===== config.mk =====
export PLATFORM = sky130hd
export DESIGN_NAME = nec_ir_frame_transmitter_top
export DESIGN_NICKNAME = d
export VERILOG_FILES = /design/src/rtl/nec_tx_pkg.sv /design/src/rtl/nec_tx_regs.sv /design/src/rtl/nec_tx_seq.sv /design/src/rtl/nec_tx_obuf.sv /design/src/rtl/nec_ir_frame_transmitter_top.sv
export SDC_FILE = /design/constraint.sdc
export NUM_CORES = 1
export LEC_CHECK = 0
export BUFFER_PORTS_ARGS = -buffer_cell sky130_fd_sc_hd__buf_4
export CAP_MARGIN = 20
export CORE_ASPECT_RATIO = 0.8
export CORE_MARGIN = 2
export CORE_UTILIZATION = 50
export DETAILED_ROUTE_END_ITERATION = 7
export HOLD_SLACK_MARGIN = 0.08
export PLACE_DENSITY = 0.73
export SLEW_MARGIN = 20
export SYNTH_ARGS = -nofsm -noshare
export SYNTH_HDL_FRONTEND = slang
export SYNTH_SLANG_ARGS = --single-unit
export TNS_END_PERCENT = 10

===== constraint.sdc =====
create_clock -name clk -period 3.86 [get_ports clk]
set_input_delay 0.965 -clock clk [delete_from_list [all_inputs] [get_ports clk]]
set_output_delay 0.965 -clock clk [all_outputs]
set_load 0.01 [all_outputs]

===== src/rtl/nec_tx_pkg.sv =====
// nec_tx_pkg: shared types, register map and reset values for the nec ir frame transmitter
// used by nec_tx_regs, nec_tx_seq, nec_tx_obuf and nec_ir_frame_transmitter_top
package nec_tx_pkg;

    localparam int unsigned APB_AW = 5;
    localparam int unsigned APB_DW = 32;

    localparam int unsigned TICK_W  = 13;
    localparam int unsigned PULSE_W = 10;
    localparam int unsigned BIDX_W  = 6;
    localparam int unsigned FRAME_W = 32;

    localparam logic [BIDX_W-1:0] FRAME_BITS_TOTAL = 6'd32;

    typedef enum logic [2:0] {
        REG_CARRIER_HIGH = 3'd0,
        REG_CARRIER_LOW  = 3'd1,
        REG_HEADER_PULSE = 3'd2,
        REG_BIT_PULSE    = 3'd3,
        REG_HEADER_SPACE = 3'd4,
        REG_SHORT_SPACE  = 3'd5,
        REG_LONG_SPACE   = 3'd6
    } reg_idx_t;

    typedef enum logic [6:0] {
        PH_IDLE       = 7'b0000001,
        PH_HDR_BURST  = 7'b0000010,
        PH_HDR_SPACE  = 7'b0000100,
        PH_BIT_BURST  = 7'b0001000,
        PH_BIT_SPACE  = 7'b0010000,
        PH_STOP_BURST = 7'b0100000,
        PH_STOP_SPACE = 7'b1000000
    } phase_t;

    typedef struct packed {
        logic [7:0]  carrier_high_ticks;
        logic [7:0]  carrier_low_ticks;
        logic [9:0]  header_pulses;
        logic [7:0]  bit_pulses;
        logic [12:0] header_space_ticks;
        logic [11:0] short_space_ticks;
        logic [11:0] long_space_ticks;
    } cfg_t;

    localparam cfg_t CFG_RESET = '{
        carrier_high_ticks: 8'd12,
        carrier_low_ticks:  8'd12,
        header_pulses:      10'd342,
        bit_pulses:         8'd21,
        header_space_ticks: 13'd4500,
        short_space_ticks:  12'd562,
        long_space_ticks:   12'd1687
    };

    typedef struct packed {
        logic pin_level;
        logic busy_res;
        logic frame_done;
        logic start_taken;
    } result_t;

endpackage


===== src/rtl/nec_tx_regs.sv =====
// nec_tx_regs: apb-style timing register file
// depends on nec_tx_pkg
module nec_tx_regs (
    input  logic                             clk,
    input  logic                             rst_n,
    input  logic                             psel,
    input  logic                             penable,
    input  logic                             pwrite,
    input  logic [nec_tx_pkg::APB_AW-1:0]    paddr,
    input  logic [nec_tx_pkg::APB_DW-1:0]    pwdata,
    output logic [nec_tx_pkg::APB_DW-1:0]    prdata,
    output logic                             pready,
    output nec_tx_pkg::cfg_t                 cfg
);

    nec_tx_pkg::cfg_t     cfg_reg;
    nec_tx_pkg::cfg_t     cfg_next;
    nec_tx_pkg::reg_idx_t idx;
    logic                 wr_en;

    assign pready = 1'b1;
    assign idx    = nec_tx_pkg::reg_idx_t'(paddr[4:2]);
    assign wr_en  = psel && penable && pwrite;
    assign cfg    = cfg_reg;

    always_comb
    begin
        cfg_next = cfg_reg;
        if (wr_en)
        begin
            case (idx)
                nec_tx_pkg::REG_CARRIER_HIGH: cfg_next.carrier_high_ticks = pwdata[7:0];
                nec_tx_pkg::REG_CARRIER_LOW:  cfg_next.carrier_low_ticks  = pwdata[7:0];
                nec_tx_pkg::REG_HEADER_PULSE: cfg_next.header_pulses      = pwdata[9:0];
                nec_tx_pkg::REG_BIT_PULSE:    cfg_next.bit_pulses         = pwdata[7:0];
                nec_tx_pkg::REG_HEADER_SPACE: cfg_next.header_space_ticks = pwdata[12:0];
                nec_tx_pkg::REG_SHORT_SPACE:  cfg_next.short_space_ticks  = pwdata[11:0];
                nec_tx_pkg::REG_LONG_SPACE:   cfg_next.long_space_ticks   = pwdata[11:0];
                default: ;
            endcase
        end
    end

    always_comb
    begin
        case (idx)
            nec_tx_pkg::REG_CARRIER_HIGH: prdata = {24'd0, cfg_reg.carrier_high_ticks};
            nec_tx_pkg::REG_CARRIER_LOW:  prdata = {24'd0, cfg_reg.carrier_low_ticks};
            nec_tx_pkg::REG_HEADER_PULSE: prdata = {22'd0, cfg_reg.header_pulses};
            nec_tx_pkg::REG_BIT_PULSE:    prdata = {24'd0, cfg_reg.bit_pulses};
            nec_tx_pkg::REG_HEADER_SPACE: prdata = {19'd0, cfg_reg.header_space_ticks};
            nec_tx_pkg::REG_SHORT_SPACE:  prdata = {20'd0, cfg_reg.short_space_ticks};
            nec_tx_pkg::REG_LONG_SPACE:   prdata = {20'd0, cfg_reg.long_space_ticks};
            default:                      prdata = '0;
        endcase
    end

    always_ff @(posedge clk or negedge rst_n)
    begin
        if (!rst_n)
        begin
            cfg_reg <= nec_tx_pkg::CFG_RESET;
        end
        else
        begin
            cfg_reg <= cfg_next;
        end
    end

endmodule


===== src/rtl/nec_tx_seq.sv =====
// nec_tx_seq: frame state and single-pass next-state logic, one request per cycle
// depends on nec_tx_pkg
module nec_tx_seq (
    input  logic                  clk,
    input  logic                  rst_n,
    input  logic                  accept,
    input  logic                  action,
    input  logic [15:0]           address,
    input  logic [7:0]            command,
    input  nec_tx_pkg::cfg_t      cfg,
    output nec_tx_pkg::result_t   res
);

    nec_tx_pkg::phase_t                  phase_reg, phase_next;
    logic [nec_tx_pkg::FRAME_W-1:0]      frame_reg, frame_next;
    logic [nec_tx_pkg::BIDX_W-1:0]       bidx_reg, bidx_next, bidx_inc;
    logic [nec_tx_pkg::PULSE_W-1:0]      pulse_reg, pulse_next, pulse_inc, pulse_lim;
    logic [nec_tx_pkg::TICK_W-1:0]       tick_reg, tick_next, tick_inc, space_lim;
    logic                                chh_reg, chh_next;
    logic                                in_burst, cur_bit, burst_end, space_end;
    logic                                done, taken, level;

    assign in_burst = (phase_reg == nec_tx_pkg::PH_HDR_BURST) ||
                      (phase_reg == nec_tx_pkg::PH_BIT_BURST) ||
                      (phase_reg == nec_tx_pkg::PH_STOP_BURST);
    assign tick_inc  = tick_reg + 1'b1;
    assign pulse_inc = pulse_reg + 1'b1;
    assign bidx_inc  = bidx_reg + 1'b1;
    assign cur_bit   = frame_reg[bidx_reg[4:0]];
    assign pulse_lim = (phase_reg == nec_tx_pkg::PH_HDR_BURST) ? cfg.header_pulses
                                                               : {2'd0, cfg.bit_pulses};

    always_comb
    begin
        case (phase_reg)
            nec_tx_pkg::PH_HDR_SPACE: space_lim = cfg.header_space_ticks;
            nec_tx_pkg::PH_BIT_SPACE: space_lim = cur_bit ? {1'b0, cfg.long_space_ticks}
                                                          : {1'b0, cfg.short_space_ticks};
            default:                  space_lim = {1'b0, cfg.short_space_ticks};
        endcase
    end

    assign space_end = (tick_inc >= space_lim);
    assign burst_end = !chh_reg && (tick_inc >= {5'd0, cfg.carrier_low_ticks})
                       && (pulse_inc >= pulse_lim);

    always_comb
    begin
        phase_next = phase_reg;
        frame_next = frame_reg;
        bidx_next  = bidx_reg;
        pulse_next = pulse_reg;
        tick_next  = tick_reg;
        chh_next   = chh_reg;
        done       = 1'b0;
        taken      = 1'b0;
        level      = in_burst && chh_reg;
        if (accept && action)
        begin
            if (phase_reg == nec_tx_pkg::PH_IDLE)
            begin
                frame_next = {~command, command, address};
                bidx_next  = '0;
                phase_next = nec_tx_pkg::PH_HDR_BURST;
                pulse_next = '0;
                tick_next  = '0;
                chh_next   = 1'b1;
                taken      = 1'b1;
                level      = 1'b1;
            end
        end
        else if (accept)
        begin
            case (phase_reg)
                nec_tx_pkg::PH_IDLE: ;
                nec_tx_pkg::PH_HDR_BURST,
                nec_tx_pkg::PH_BIT_BURST,
                nec_tx_pkg::PH_STOP_BURST:
                begin
                    tick_next = tick_inc;
                    if (chh_reg)
                    begin
                        if (tick_inc >= {5'd0, cfg.carrier_high_ticks})
                        begin
                            chh_next  = 1'b0;
                            tick_next = '0;
                        end
                    end
                    else if (tick_inc >= {5'd0, cfg.carrier_low_ticks})
                    begin
                        tick_next  = '0;
                        pulse_next = pulse_inc;
                        chh_next   = !burst_end;
                    end
                    if (burst_end)
                    begin
                        case (phase_reg)
                            nec_tx_pkg::PH_HDR_BURST: phase_next = nec_tx_pkg::PH_HDR_SPACE;
                            nec_tx_pkg::PH_BIT_BURST: phase_next = nec_tx_pkg::PH_BIT_SPACE;
                            default:                  phase_next = nec_tx_pkg::PH_STOP_SPACE;
                        endcase
                    end
                end
                nec_tx_pkg::PH_HDR_SPACE,
                nec_tx_pkg::PH_BIT_SPACE:
                begin
                    tick_next = tick_inc;
                    if (space_end)
                    begin
                        pulse_next = '0;
                        tick_next  = '0;
                        chh_next   = 1'b1;
                        phase_next = nec_tx_pkg::PH_BIT_BURST;
                        if (phase_reg == nec_tx_pkg::PH_BIT_SPACE)
                        begin
                            bidx_next = bidx_inc;
                            if (bidx_inc >= nec_tx_pkg::FRAME_BITS_TOTAL)
                            begin
                                phase_next = nec_tx_pkg::PH_STOP_BURST;
                            end
                        end
                    end
                end
                nec_tx_pkg::PH_STOP_SPACE:
                begin
                    tick_next = tick_inc;
                    if (space_end)
                    begin
                        phase_next = nec_tx_pkg::PH_IDLE;
                        tick_next  = '0;
                        pulse_next = '0;
                        chh_next   = 1'b0;
                        done       = 1'b1;
                    end
                end
                default:
                begin
                    phase_next = nec_tx_pkg::PH_IDLE;
                end
            endcase
        end
    end

    // tick: level of the current microsecond; accepted start: level of the new header
    assign res.pin_level   = level;
    assign res.busy_res    = (phase_next != nec_tx_pkg::PH_IDLE);
    assign res.frame_done  = done;
    assign res.start_taken = taken;

    always_ff @(posedge clk or negedge rst_n)
    begin
        if (!rst_n)
        begin
            phase_reg <= nec_tx_pkg::PH_IDLE;
            frame_reg <= '0;
            bidx_reg  <= '0;
            pulse_reg <= '0;
            tick_reg  <= '0;
            chh_reg   <= 1'b0;
        end
        else
        begin
            phase_reg <= phase_next;
            frame_reg <= frame_next;
            bidx_reg  <= bidx_next;
            pulse_reg <= pulse_next;
            tick_reg  <= tick_next;
            chh_reg   <= chh_next;
        end
    end

    a_taken_busy: assert property (@(posedge clk) disable iff (!rst_n)
        res.start_taken |-> (res.busy_res && action && accept))
        else $error("start taken without entering a frame");

    a_done_idle: assert property (@(posedge clk) disable iff (!rst_n)
        res.frame_done |=> (phase_reg == nec_tx_pkg::PH_IDLE && tick_reg == '0
                            && pulse_reg == '0 && !chh_reg))
        else $error("frame end did not return to a clean idle state");

    a_start_header: assert property (@(posedge clk) disable iff (!rst_n)
        res.start_taken |=> (phase_reg == nec_tx_pkg::PH_HDR_BURST && chh_reg
                             && bidx_reg == '0))
        else $error("start did not open the header burst");

    a_bidx_range: assert property (@(posedge clk) disable iff (!rst_n)
        (phase_reg == nec_tx_pkg::PH_BIT_BURST || phase_reg == nec_tx_pkg::PH_BIT_SPACE)
        |-> !bidx_reg[5])
        else $error("bit index past the frame during a data bit");

endmodule


===== src/rtl/nec_tx_obuf.sv =====
// nec_tx_obuf: two-entry result buffer (output register plus skid) with registered stall
// depends on nec_tx_pkg
module nec_tx_obuf (
    input  logic                  clk,
    input  logic                  rst_n,
    input  logic                  push,
    input  nec_tx_pkg::result_t   push_data,
    output logic                  full,
    output logic                  out_valid,
    input  logic                  out_stall,
    output nec_tx_pkg::result_t   out_data
);

    nec_tx_pkg::result_t head_reg, head_next, skid_reg, skid_next;
    logic                head_v_reg, head_v_next, skid_v_reg, skid_v_next;
    logic                pop, head_free;

    assign pop       = head_v_reg && !out_stall;
    assign head_free = !head_v_reg || pop;
    assign full      = skid_v_reg;
    assign out_valid = head_v_reg;
    assign out_data  = head_reg;

    always_comb
    begin
        head_next   = head_reg;
        head_v_next = head_v_reg;
        skid_next   = skid_reg;
        skid_v_next = skid_v_reg;
        if (head_free)
        begin
            if (skid_v_reg)
            begin
                head_next   = skid_reg;
                head_v_next = 1'b1;
                skid_next   = push_data;
                skid_v_next = push;
            end
            else
            begin
                head_next   = push_data;
                head_v_next = push;
            end
        end
        else if (push)
        begin
            skid_next   = push_data;
            skid_v_next = 1'b1;
        end
    end

    always_ff @(posedge clk or negedge rst_n)
    begin
        if (!rst_n)
        begin
            head_v_reg <= 1'b0;
            skid_v_reg <= 1'b0;
        end
        else
        begin
            head_v_reg <= head_v_next;
            skid_v_reg <= skid_v_next;
        end
    end

    always_ff @(posedge clk)
    begin
        head_reg <= head_next;
        skid_reg <= skid_next;
    end

    a_skid_behind_head: assert property (@(posedge clk) disable iff (!rst_n)
        skid_v_reg |-> head_v_reg)
        else $error("skid entry held with an empty output register");

    a_push_when_empty: assert property (@(posedge clk) disable iff (!rst_n)
        (push && !head_v_reg) |=> (head_v_reg && head_reg == $past(push_data)))
        else $error("request into empty buffer not presented");

    a_skid_kept: assert property (@(posedge clk) disable iff (!rst_n)
        (skid_v_reg && !pop) |=> (skid_v_reg && $stable(skid_reg)))
        else $error("waiting skid entry lost");

endmodule


===== src/rtl/nec_ir_frame_transmitter_top.sv =====
// nec_ir_frame_transmitter_top: nec infrared frame transmitter, top level
// depends on nec_tx_pkg, nec_tx_regs, nec_tx_seq, nec_tx_obuf
//
// usage:
//   input channel (in_valid/in_stall): action=1 starts a frame with address and command,
//   action=0 is one microsecond tick. a start while a frame is running is ignored.
//   output channel (out_valid/out_stall): exactly one result per request, in order:
//   pin_level, busy_res, frame_done, start_taken.
//   timing registers sit on the apb port (byte address 4*index, pready always high);
//   write them only while no request is outstanding.
// throughput: one request per cycle while in_stall is low, set by the single-pass
//   next-state logic of the frame sequencer and the output register; each result is
//   registered in the output buffer before it appears on out_valid.
// stall: results queue in a two-entry buffer (output register plus skid); in_stall
//   rises, registered, once both entries hold results, so the input keeps moving
//   for one more request after the receiver stops.
// reset: registers return to their default nec timing, the sequencer goes idle and
//   the result buffer empties.
module nec_ir_frame_transmitter_top (
    input  logic                             clk,
    input  logic                             rst_n,
    input  logic                             psel,
    input  logic                             penable,
    input  logic                             pwrite,
    input  logic [nec_tx_pkg::APB_AW-1:0]    paddr,
    input  logic [nec_tx_pkg::APB_DW-1:0]    pwdata,
    output logic [nec_tx_pkg::APB_DW-1:0]    prdata,
    output logic                             pready,
    input  logic                             in_valid,
    output logic                             in_stall,
    input  logic                             action,
    input  logic [15:0]                      address,
    input  logic [7:0]                       command,
    output logic                             out_valid,
    input  logic                             out_stall,
    output logic                             pin_level,
    output logic                             busy_res,
    output logic                             frame_done,
    output logic                             start_taken
);

    nec_tx_pkg::cfg_t    cfg;
    nec_tx_pkg::result_t seq_res;
    nec_tx_pkg::result_t out_res;
    logic                accept;
    logic                full;

    assign in_stall = full;
    assign accept   = in_valid && !full;

    nec_tx_regs u_regs (
        .clk     (clk),
        .rst_n   (rst_n),
        .psel    (psel),
        .penable (penable),
        .pwrite  (pwrite),
        .paddr   (paddr),
        .pwdata  (pwdata),
        .prdata  (prdata),
        .pready  (pready),
        .cfg     (cfg)
    );

    nec_tx_seq u_seq (
        .clk     (clk),
        .rst_n   (rst_n),
        .accept  (accept),
        .action  (action),
        .address (address),
        .command (command),
        .cfg     (cfg),
        .res     (seq_res)
    );

    nec_tx_obuf u_obuf (
        .clk       (clk),
        .rst_n     (rst_n),
        .push      (accept),
        .push_data (seq_res),
        .full      (full),
        .out_valid (out_valid),
        .out_stall (out_stall),
        .out_data  (out_res)
    );

    assign pin_level   = out_res.pin_level;
    assign busy_res    = out_res.busy_res;
    assign frame_done  = out_res.frame_done;
    assign start_taken = out_res.start_taken;

endmodule

-- Word level (Yosys, flattened, before mapping)
Cells that the tools add are included.
- input port bits: 69
- logic and storage cells: 156
- output and inout bits: 39
- register bits: 150
- $add $sub $neg: 3
- multiplexer cells: 62
- bitwise gates (word level): 1
- reduce and logical (&&, ||, !) cells: 40
- eq/ne operators: 21
- $lt $le $gt $ge: 6
- operator list (kind ; count):
    two-way mux 13 bit ; 7
    case mux 13 bit (7 select lines) ; 1
    two-way mux 10 bit ; 7
    case mux 13 bit (2 select lines) ; 2
    two-way mux 7 bit ; 7
    two-way mux 6 bit ; 7
    case mux 7 bit (4 select lines) ; 1
    greater-or-equal comparator 13 x 8 -> 1 bit ; 2
    two-way mux 1 bit ; 21
    case mux 10 bit (2 select lines) ; 1
    AND reduction 2 bit ; 9
    two-way mux 4 bit ; 4
    case mux 7 bit (2 select lines) ; 1
    adder 13 x 1 -> 13 bit, second input constant ; 1
    greater-or-equal comparator 13 bit ; 1
    two-way mux 12 bit ; 1
    != test 3 x 1 -> 1 bit, second input constant ; 4
    adder 10 x 1 -> 10 bit, second input constant ; 1
    greater-or-equal comparator 10 bit ; 1
    AND reduction 5 bit ; 2
    nonzero test 2 bit ; 5
    == test 3 bit, second input constant ; 3
    logical AND 1 bit ; 8
    inverter 8 bit ; 1
    other kinds (27) ; 35

-- Logic depth before layout (Yosys ltp)
Gate-level depths: netlist of run 1.
- depth in word-level cells: 12
- mapped depth: 17
- gate-level depth less buffers: 15

-- By module
A second synthesis of run 1 with hierarchy kept.
- cells, all modules: 803
- area total of the unflattened synthesis: 8952.3 µm²
- modules (own cells, without submodules) (module ; seq. area each (µm²) ; times used ; cells each ; area an instance (µm²)):
    nec_tx_seq ; 1727.9 ; 1 ; 523 ; 5024.8
    nec_tx_regs ; 1811.7 ; 1 ; 258 ; 3509.6
    nec_tx_obuf ; 290.3 ; 1 ; 21 ; 404.1
    nec_ir_frame_transmitter_top ; 0.0 ; 1 ; 1 ; 13.8

-- Worst setup path before layout of run 1
Ideal clock, no wire load.
- kind: register -> register
- start: register u_seq.bidx_reg[0] (netlist name)
- end: register u_seq.pulse_reg[1] (netlist name)
- slack: -0.293 ns
- clock period less this slack: 4.153 ns
- data required time: 3.735 ns
- data arrival time: 4.029 ns
- cell stages (with the launch flop): 17
- path buffers: 2
- setup time: 0.125 ns
- cell sequence: dfrtp_1 -> buf_4 -> mux4_2 -> mux4_2 -> mux2i_1 -> nor2_1 -> nor2_2 -> buf_2 -> a21oi_1 -> ha_1 -> and3_1 -> o2111a_1 -> a21boi_0 -> o211ai_1 -> o211ai_2 -> a21oi_2 -> mux2_2
- longest elaborated chain between the ends: 7
- ends and longest elaborated chain (element ; line ; source):
    start: declaration ; nec_tx_seq.sv:16 ; logic [nec_tx_pkg::BIDX_W-1:0] bidx_reg, bidx_next, bidx_inc;
    start signal: assignment ; nec_tx_seq.sv:165 ; bidx_reg <= bidx_next;
    binary-select mux 1 bit (select 5 bit) ; nec_tx_seq.sv:29 ; assign cur_bit = frame_reg[bidx_reg[4:0]];
    two-way mux 1 bit (not written as such) ; nec_tx_seq.sv:29 ;
    two-way mux 12 bit ; nec_tx_seq.sv:37 ; nec_tx_pkg::PH_BIT_SPACE: space_lim = cur_bit ? {1'b0, cfg.long_space_ticks}
    case mux 13 bit (2 select lines) ; nec_tx_seq.sv:35 ; case (phase_reg)
    greater-or-equal comparator 13 bit ; nec_tx_seq.sv:43 ; assign space_end = (tick_inc >= space_lim);
    != test 3 x 1 -> 1 bit (no line) ; n/a ;
    AND reduction 6 bit (no line) ; n/a ;
    end signal: assignment ; nec_tx_seq.sv:166 ; pulse_reg <= pulse_next;
    end: declaration ; nec_tx_seq.sv:17 ; logic [nec_tx_pkg::PULSE_W-1:0] pulse_reg, pulse_next, pulse_inc, pulse_lim;
Every way passes these cells. The select of a mux whose other input is x is not followed.
A chain may end at the register's enable or synchronous reset.

-- Worst setup path after layout of run 1
- start: register u_seq.bidx_reg[0] (netlist name)
- end: register u_seq.pulse_reg[8] (netlist name)
Same word-level chain as after synthesis.

==> results of run 1 <==
power by group through the flow:
stage / Combinational, mW / Sequential, mW / Clock (mW)
4_1_cts: 2.05 / 2.28 / 1.61
6_report: 2.07 / 2.29 / 1.59
2_1_floorplan: 1.33 / 2.23 / 0
3_5_place_dp: 1.98 / 2.30 / 0
3_3_place_gp: 1.92 / 2.29 / 0
5_1_grt: 2.28 / 2.34 / 1.68
logic make-up (layout without fill, tap and decap cells):
logic type	after synthesis	count (layout)
multiplexers	107	107
XOR/XNOR	23	23
AND/OR/NAND/NOR	289	289
AO/OA/AOI/OAI	190	190
other	2	20
buffers and inverters	94	208
adder cells (fa/ha/maj)	42	42
flip-flops	150	150
cells in the mapped netlist, types with 3 or more instances:
library cell,count,area [um^2]
a211oi_1,8,60.1
a21o_1,9,67.6
a21oi_1,41,205
a221o_1,5,50.1
a22o_1,13,114
a22oi_1,9,67.6
a31oi_1,5,31.3
and2_1,10,62.6
and3_1,11,68.8
and4_1,3,26.3
buf_1,3,11.3
buf_2,7,35.0
buf_4,21,158
clkbuf_1,25,93.8
dfrtp_1,113,2830
dfstp_2,29,762
edfxtp_1,8,240
ha_1,42,526
inv_1,36,135
mux2_2,69,777
mux2i_1,25,250
mux4_2,13,293
nand2_1,140,526
nand2b_1,9,56.3
nand3_1,22,110
nand4_1,7,43.8
nor2_1,46,173
nor2b_1,9,56.3
nor3_1,12,60.1
nor3b_1,6,45.0
nor4_1,4,25.0
o211ai_1,9,67.6
o21a_1,11,82.6
o21ai_0,42,210
o221ai_1,3,26.3
o22ai_1,8,50.1
o31ai_1,6,45.0
or2_2,3,18.8
xnor2_1,12,105
xor2_1,11,96.3
metal layers:
metal | up-vias | GRT usage (%) | wire (um)
li1 | 3436 | - | -
met3 | 30 | 5.39 | 1480
met2 | 230 | 38.0 | 10400
met1 | 3615 | 37.1 | 10900
met5 | - | 0 | 0
met4 | 0 | 6.08 | 319
final cells by class:
cell class                 instances  share of cell area [%]
clock buffer                      17                    3.95
clock inverter                    15                    1.28
inverter                          37                    1.29
multi-input combinational        671                    45.2
sequential                       150                    35.5
tap                              225                    2.61
timing repair buffer             139                    10.2
what timing repair did:
| action | in CTS | in global routing |
|---|---|---|
| setup endpoints to repair | 40 | 40 |
| resized for setup | 21 | 5 |
| buffers inserted | 4 | 5 |
| pin swaps | 13 | 5 |
path summary, 6_finish.rpt:
path	endpoint	from	slack, ps
max in group asynchronous	u_regs.cfg[65]	rst_n	2520
min in group asynchronous	u_seq.tick_reg[7]	rst_n	530
hold / removal	u_seq.frame_reg[9]	u_seq.frame_reg[9]	470
hold reg to reg	u_seq.frame_reg[9]	u_seq.frame_reg[9]	470
setup reg to reg	u_seq.pulse_reg[8]	u_seq.bidx_reg[0]	-510
setup / recovery	u_seq.pulse_reg[8]	u_seq.bidx_reg[0]	-510
worst min-delay path, stage by stage (launching register included):
cell and delay [ps]:
dfrtp_1 340, nand2_1 50, nand2_1 60
stage by stage:
| step | hold slack, ps | TNS (ps) | cell area (um^2) |
|---|---|---|---|
| floorplan | 440 | -1650 | 9060 |
| global placement | 455 | -16460 | 10000 |
| detailed placement | 463 | -18850 | 10000 |
| CTS | 479 | -11700 | 10700 |
| global route | 504 | -21910 | 10800 |
| finish | 473 | -14830 | 10800 |
==> flow_summary.toml, run 1 <==
[run_status]
status = "finished with violations"
violations = "setup timing"

[worst_setup_path]
reg2regPathDepth = 17
path_depth = 17
cp.arrival_ps = 4680
critPathBufInv = 3
crit_type = "flop to flop"
crit_path_end_kind = "flop"
cp_slowest_cell = "mux4_2"
worst_ep_required_time_ps = 4160
startpoint_type = "flop"
crit_family = "multiplexers"
critPathMaxStageDelay_ps = 510
cp_cell_sequence = "buf_12 -> mux4_2 -> mux4_2 -> mux2i_4 -> nor2_4 -> nor2_4 -> buf_4 -> a21oi_2 -> ha_1 -> and3_4 -> buf_6 -> o2111a_1 -> a21boi_1 -> o211ai_1 -> o211ai_2 -> a21oi_4 -> mux2_4"
cp_max_fo = 8

[placed_design]
port-buffer-count = 66
gp_congestion = 0.903
dp_hpwl_mm = 16.7
dp.cells = 1213
post-place-ws_ps = -611

[detailed_routing]
routed_wl_mm = 23.0
vias = 7311
first_pass_iters = 5
viasPerCell = 5.83
postRouteAntennaNets = 0
routedWlPerCell_um = 18.4
dr.first_iter.drc_count = 581
post-route-drc-count = 0

[global_route]
grt_pass1_vias = 7085
antenna_found_initial = 0
grt_pass1_wl_mm = 37.4
grt_max_degree = 68
grt.overflow.total = 0
track_usage_pct = 25.1

[logic_synthesis]
yosys_warnings = 0
synth_edf_count = 8
ys.flop_type = "dfrtp_1"
synth_top_family_by_area = "simple AND/OR/NAND/NOR gates"
synth_cell_type_count = 66
synth_xor_xnor_area_share_pct = 2.25
ys_seq_area_share_pct = 42.7
synth_simple_gate_area_share_pct = 14.8
syn_inst = 897
synth_mux_area_share_pct = 14.7
synth-seq-cells = 150
async_flop_share_pct = 94.7
syn_area_um2 = 8960
synth-adder-area-share_pct = 5.86
syn_avg_cell_area_um2 = 9.99
synth_compound_area_share_pct = 14.5

[sta]
rsz0062_at_grt = "true"
slew_viol_final = 0
hold_violations = 0
slew-limit-headroom_pct = 37.0
worst_pin_slew_ps = 939
finalClockSkew_ps = 14.9
fin_crit_sh_pct = 113
setup_ws_ps = -511
max_freq_mhz = 229
setup_viol = 40
min_period_ps = 4370

[layout]
seqCellArea_um2 = 3830
layout_commonest_cell = "nand2_1"
layout_common_cells = "nand2_1 (140), buf_4 (132), dfrtp_1 (113), mux2_2 (66), nor2_1 (44)"
post_route_cells_drive_above_1_share_pct = 30.3
post-route-util_pct = 61.8
area_growth_pct = 20.2
final_nets = 1127
fin_cells = 1254
multi_input_area_um2 = 4870
largest_reg_flops = 71
n_fill_cell = 1461
antenna_cells = 0

[power]
switching_power_mw = 2.10
vdd_drop_max_mv = 0.292
netSwitchingFraction_pct = 35.2
p_seq_share_pct = 38.4
combPwrFrac_pct = 34.8
p_per_area_nw_per_um2 = 553
p_int_mw = 3.86
clkPwrFrac_pct = 26.8
p_total_mw = 5.96
total_leakage_power_nw = 5.02

[clock_network]
cts_tree = "built"
clock-sinks = 150
cts_hold_buf = 0
clk_latency_ps = 430
clockBufferDepth = 2
root_buffer = "clkbuf_16"
htree_num_levels = 4
numCtsBuffers = 17
path_clk_slew_ps = 60

[floorplan]
die_area_um2 = 19000
die_width_um = 154
rows = 43
initial_core_util_pct = 51.4
die_h_um = 124
num_io_pins = 108
fp.coreArea_um2 = 17400

[hold_path]
hp-class = "flop to flop"
hold_depth = 2

[job]
cap_violations = 0
No activity file was read; power rests on OpenSTA's default activity.
==> run 2, diff against run 1 <==
CAP_MARGIN = unset   (was 20)
SYNTH_HIERARCHICAL = 1   (was unset)
==> run 2 against run 1 <==
Combinational power fell by 7%. Highest routed layer unchanged. Sequential power rose by 2%. The run still ends with setup timing left. Hold slack improved by 26 ps. Wire length fell by 5.1%. Largest power group unchanged. Flip-flop and latch count did not move. First-iteration DRC count fell by 17%. Total power rose by 1.5%. Critical path depth rose by 1. Cell area fell by 0.94%. Global-route usage fell by 1.3 points. Synthesized cell count fell by 10%. Final cell count fell by 9.5%.
==> flow_summary.toml, run 2 <==
[run_status]
status = "finished with violations"
violations = "setup timing"

[sta]
setup_ws_ps = -424
setup_viol = 40
slew_viol_final = 0
hold_violations = 0
worst_pin_slew_ps = 1080
min_period_ps = 4280
slew-limit-headroom_pct = 28.1
finalClockSkew_ps = 10.8
fin_crit_sh_pct = 111
max_freq_mhz = 233
rsz0062_at_grt = "true"

[placed_design]
dp_hpwl_mm = 15.4
gp_congestion = 0.881
port-buffer-count = 66

[power]
netSwitchingFraction_pct = 31.2
switching_power_mw = 1.89
total_leakage_power_nw = 4.82
p_seq_share_pct = 38.6
p_int_mw = 4.16
vdd_drop_max_mv = 0.349
clkPwrFrac_pct = 29.8
p_total_mw = 6.05
combPwrFrac_pct = 31.7
p_per_area_nw_per_um2 = 566

[worst_setup_path]
reg2regPathDepth = 18
cp_max_fo = 8
crit_path_end_kind = "flop"
reg2reg_setup_slack_ps = -420
worst_ep_required_time_ps = 4040
crit_type = "flop to flop"
r2r-end = "u_obuf/out_data[2]"
cp.arrival_ps = 4460
startpoint_type = "flop"
timing.rr.start = "u_seq/bidx_reg[0]"

[logic_synthesis]
yosysTopAreaCellShare_pct = 31.6
synth-seq-cells = 150
synth_xor_xnor_area_share_pct = 2.05
synth_compound_area_share_pct = 13.0
synth_cell_type_count = 78
syn_avg_cell_area_um2 = 11.1
ys_top_cells_by_count = "dfrtp_1 (113), mux2_2 (104), nand2_1 (59)"
synth_edf_count = 8
yosys_warnings = 6
synth_most_common_cell = "dfrtp_1"
synth-adder-area-share_pct = 5.87
ys_seq_area_share_pct = 42.8
synth_simple_gate_area_share_pct = 12.2
synthTopCellsByArea = "dfrtp_1 (32%), mux2_2 (13%), dfstp_2 (8.5%)"
synth_top_family_by_area = "multiplexers"
ys.flop_type = "dfrtp_1"
synth_mux_area_share_pct = 18.9
syn_area_um2 = 8950
syn_inst = 803
synth.largest_area_cell = "dfrtp_1"
async_flop_share_pct = 94.7

[clock_network]
clock-sinks = 150
cts_tree = "built"
clk_latency_ps = 420
numCtsBuffers = 17
path_clk_slew_ps = 60
htree_num_levels = 4
root_buffer = "clkbuf_16"
clockBufferDepth = 2

[layout]
largest_reg_flops = 71
final_nets = 1008
post-route-util_pct = 61.2
layout_commonest_cell = "dfrtp_1"
post_route_cells_drive_above_1_share_pct = 37.6
layout_common_cells = "dfrtp_1 (112), buf_4 (107), mux2_2 (104), nand2_1 (58), ha_1 (41)"
area_growth_pct = 19.2
antenna_cells = 0

[detailed_routing]
wl_met2_mm = 9.81
dr.first_iter.drc_count = 485
wl_met1_mm = 10.1
wl_met3_mm = 1.49
postRouteAntennaNets = 0
routedWlPerCell_um = 19.3
viasPerCell = 5.97
first_pass_iters = 5
dr.max_layer_used = "met4"
post-route-drc-count = 0
vias = 6775
routed_wl_mm = 21.9

[global_route]
grt_pass1_wl_mm = 35.2
grt_max_degree = 60
antenna_found_initial = 0
grt_pass1_vias = 6588
track_usage_pct = 23.8
grt.overflow.total = 0

[floorplan]
die_width_um = 154
rows = 43
num_io_pins = 108
fp.coreArea_um2 = 17400
die_h_um = 124
die_area_um2 = 19000
initial_core_util_pct = 51.4

[hold_path]
hp-class = "input port to async pin"

[job]
cap_violations = 0
-- run 2: cell types whose count changed after synthesis, moves of 7 or more --
cell      previous run  this run
o21ai_0             42        25
mux2_2              69       104
clkbuf_1            25        15
and2_1              10         2
inv_1               36        25
o21a_1              11         4
nor2_1              46        32
a21o_1               9         1
nand2_1            140        59
buf_2                7        16
nor3_1              12         3
-- run 2: cells by family (layout without fill, tap and decap cells) --
group / after synthesis / count (layout)
and+or+nand+nor: 198 / 198
buffers and inverters: 87 / 176
AOI/OAI and AO/OA: 163 / 163
DFF: 150 / 150
muxes: 140 / 140
xor gates and xnor gates: 21 / 21
other: 2 / 20
adders and majority gates: 42 / 42
-- run 2: power by group through the flow --
stage | registers [mW] | clock network (mW) | logic [mW]
2_1_floorplan | 2.26 | 0 | 1.31
3_3_place_gp | 2.33 | 0 | 1.78
3_5_place_dp | 2.35 | 0 | 1.83
4_1_cts | 2.33 | 1.82 | 1.85
5_1_grt | 2.39 | 1.89 | 2.11
6_report | 2.33 | 1.80 | 1.92
-- run 2: how the worst max path moves through the flow --
stage	from	end	slack, ps	depth (start not counted)
final	u_seq/bidx_reg[0]	u_obuf/out_data[2]	-420	18
after global routing	u_seq/bidx_reg[0]	u_obuf/out_data[2]	-530	18
after CTS	u_seq/bidx_reg[0]	u_seq/tick_reg[0]	-380	16
after detailed placement	u_seq/bidx_reg[0]	u_seq/pulse_reg[7]	-440	17
after global placement	u_seq/bidx_reg[0]	u_obuf/out_data[2]	-340	17
after floorplan	u_seq/bidx_reg[0]	u_obuf/out_data[2]	-50	18
-- run 2: repair_timing --
| action | CTS | global route |
|---|---|---|
| setup buffers | 1 | 2 |
| pin swaps | 3 | 14 |
| hold buffers | 0 | 0 |
| setup endpoints to repair | 40 | 41 |
| cloned | 1 | 1 |
| gates resized for setup | 8 | 20 |
-- run 2: cell type report --
| class | instances | area, um^2 |
|---|---|---|
| clock inverters | 10 | 179 |
| inverters | 26 | 97.6 |
| well taps | 225 | 282 |
| flip-flops and latches | 150 | 3830 |
| repair buffers | 118 | 985 |
| fillers | 1415 | 6760 |
| multi-input cells | 584 | 4850 |
| clock buffers | 22 | 454 |
-- run 2: metrics by stage --
stage | cells | setup slack [ps] | setup TNS [ps] | instance area (um^2) | hold slack, ps
global route | 1135 | -532 | -15800 | 10700 | 521
finish | 1135 | -424 | -11140 | 10700 | 499
global placement | 1098 | -335 | -8880 | 9890 | 485
detailed placement | 1098 | -440 | -11340 | 9890 | 491
floorplan | 821 | -49.1 | -94.6 | 9060 | 470
CTS | 1132 | -380 | -10970 | 10600 | 508
-- run 2: worst max-delay path: stages, from the launching register on --
cell,delay (ps)
dfrtp_2,420
buf_12,140
mux4_2,510
mux4_2,510
mux2i_4,190
nor2_4,90
buf_12,150
buf_4,130
a22o_1,190
a21oi_2,140
ha_1,140
nand3_1,110
a211oi_2,290
o21ai_4,140
nand3_2,120
o311ai_4,130
o21ai_1,170
nand4_1,160
mux2_4,300
-- run 2: layer usage --
metal	global-route usage (%)	up-vias
met1	34.0	3364
met2	36.1	248
met5	0	-
met4	8.72	0
li1	-	3128
met3	4.87	35
==> run 3, diff against run 2 <==
CORE_UTILIZATION = 53   (was 50)
PLACE_DENSITY = 0.77   (was 0.73)
SKIP_LAST_GASP = 1   (was unset)
==> run 3 against run 2 <==
The run still ends with setup timing left. Clock power is 12% lower. Total power is 2.5% lower. First-iteration DRC count is 13% higher. Die area shrank 5.5%. Sequential power about the same. Critical path depth decreased by 1. Wire length decreased by 0.37%. Sequential share of layout area grew 0.21 points. Non-clock buffer count grew 3. Utilization is 2.9 points higher. Critical path type unchanged. Largest cell class unchanged.
==> flow_summary.toml, run 3 (synthesized netlist as in run 2, its figures left out) <==
[run_status]
status = "finished with violations"
violations = "setup timing"

[sta]
worst_pin_slew_ps = 1010
finalClockSkew_ps = 9.18
hold_slack_ps = 503
hold_violations = 0
setup_viol = 40
fin_crit_sh_pct = 112
rsz0062_at_grt = "true"
min_period_ps = 4320
slew-limit-headroom_pct = 32.4
setup_ws_ps = -459
max_freq_mhz = 232
finalSetupTns_ps = -12250
slew_viol_final = 0

[clock_network]
htree_num_levels = 4
root_buffer = "clkbuf_16"
clk_latency_ps = 420
cts_tree = "built"
numCtsBuffers = 17
path_clk_slew_ps = 60
clock-sinks = 150
clockBufferDepth = 2

[worst_setup_path]
worst_ep_required_time_ps = 4170
r2r-end = "u_seq/pulse_reg[0]"
reg2reg_setup_slack_ps = -460
cp.arrival_ps = 4630
reg2regPathDepth = 17
critPathMaxStageDelay_ps = 520
crit_type = "flop to flop"
cp_cell_sequence = "buf_12 -> mux4_2 -> mux4_2 -> mux2i_4 -> nor2_4 -> buf_12 -> a22o_1 -> a21oi_2 -> ha_1 -> a2111o_1 -> o21ai_2 -> nand3_2 -> o311ai_4 -> buf_4 -> clkbuf_16 -> nor2_2 -> mux2_2"
startpoint_type = "flop"
timing.rr.start = "u_seq/bidx_reg[0]"
crit_path_end_kind = "flop"
cp_max_fo = 8
cp_slowest_cell = "mux4_2"

[floorplan]
die_width_um = 149
die_area_um2 = 18000
rows = 42
fp.coreArea_um2 = 16600
initial_core_util_pct = 54.1
die_h_um = 120
num_io_pins = 108

[layout]
post_route_cells_drive_above_1_share_pct = 37.7
antenna_cells = 0
fin_cells = 1133
largest_reg_flops = 71
final_nets = 1011
layout_common_cells = "dfrtp_1 (112), buf_4 (108), mux2_2 (104), nand2_1 (58), a21oi_1 (43)"
layout_commonest_cell = "dfrtp_1"
n_fill_cell = 1253
area_growth_pct = 18.5
post-route-util_pct = 64.1

[placed_design]
port-buffer-count = 66
dp_hpwl_mm = 15.3
gp_congestion = 0.916
dp.cells = 1094

[hold_path]
hold_depth = 1
hp-class = "flop to flop"
worstHoldStart = "u_seq/frame_reg[21]"
hold_end = "u_seq/frame_reg[21]"

[global_route]
grt_use_met1_pct = 37.0
grt_pass1_wl_mm = 35.1
antenna_found_initial = 0
grtUsageMet2_pct = 38.1
grt_busiest_layer = "met2"
track_usage_pct = 25.2
grt_max_degree = 63
grt.overflow.total = 0
met3_usage_pct = 5.40
grt_pass1_vias = 6638

[power]
p_total_mw = 5.89
vdd_drop_max_mv = 0.364
total_leakage_power_nw = 4.81
p_per_area_nw_per_um2 = 555

[detailed_routing]
routed_wl_mm = 21.8
viasPerCell = 5.99
first_pass_iters = 7
post-route-drc-count = 0
postRouteAntennaNets = 0
vias = 6791
dr.first_iter.drc_count = 550
routedWlPerCell_um = 19.2

[job]
cap_violations = 0
[run 3: stage by stage]
step           worst slack (ps)  area (um^2)
2_1_floorplan             -49.1         9060
3_3_place_gp               -303         9910
3_5_place_dp               -412         9910
4_1_cts                    -413        10500
5_1_grt                    -615        10600
6_report                   -459        10600
[run 3: layer usage]
layer	routed length, um	share of wire, %	vias up
met2	10100	46	260
li1	-	-	3125
met1	9840	45	3376
met5	0	0	-
met3	1520	7.0	30
met4	309	1.4	0
[run 3: area by class of cell]
| type | count | area [um^2] | share of cell area, % |
|---|---|---|---|
| multi-input combinational | 584 | 4810 | 45.3 |
| tap | 220 | 275 | 2.59 |
| timing repair buffer | 121 | 1040 | 9.80 |
| inverter | 26 | 97.6 | 0.920 |
| sequential | 150 | 3830 | 36.1 |
| clock inverter | 14 | 123 | 1.16 |
| clock buffer | 18 | 439 | 4.14 |
[run 3: what timing repair did]
item,CTS,global route
hold buffers,0,0
setup buffers,2,2
gates cloned,1,2
gates resized for setup,3,9
setup endpoints to repair,40,41
pin swaps,2,4
[run 3: worst max path at each step]
stage	slack, ps	cells past startpoint	start	endpoint
after floorplan	-50	18	u_seq/bidx_reg[0]	u_obuf/out_data[2]
after global placement	-300	17	u_seq/bidx_reg[0]	u_obuf/out_data[2]
after detailed placement	-410	17	u_seq/bidx_reg[0]	u_obuf/out_data[2]
after CTS	-410	18	u_seq/bidx_reg[0]	u_obuf/out_data[2]
after global routing	-620	17	u_seq/bidx_reg[0]	u_seq/tick_reg[1]
final	-460	17	u_seq/bidx_reg[0]	u_seq/pulse_reg[0]
[run 3: power breakdown]
part           internal (mW)  total (mW)  leakage [nW]  switching [mW]
clock network          0.907        1.59         0.274           0.684
logic                   1.01        1.97          2.72           0.966
registers               2.04        2.33          1.82           0.289
[run 3: critical path, delay by kind of cell (launching register included)]
kind / cells / cell delay, ps
compound gates: 5 / 1140
fa+ha+maj: 1 / 280
buf+inv: 4 / 600
flops: 1 / 410
mux: 4 / 1480
simple gates: 3 / 280
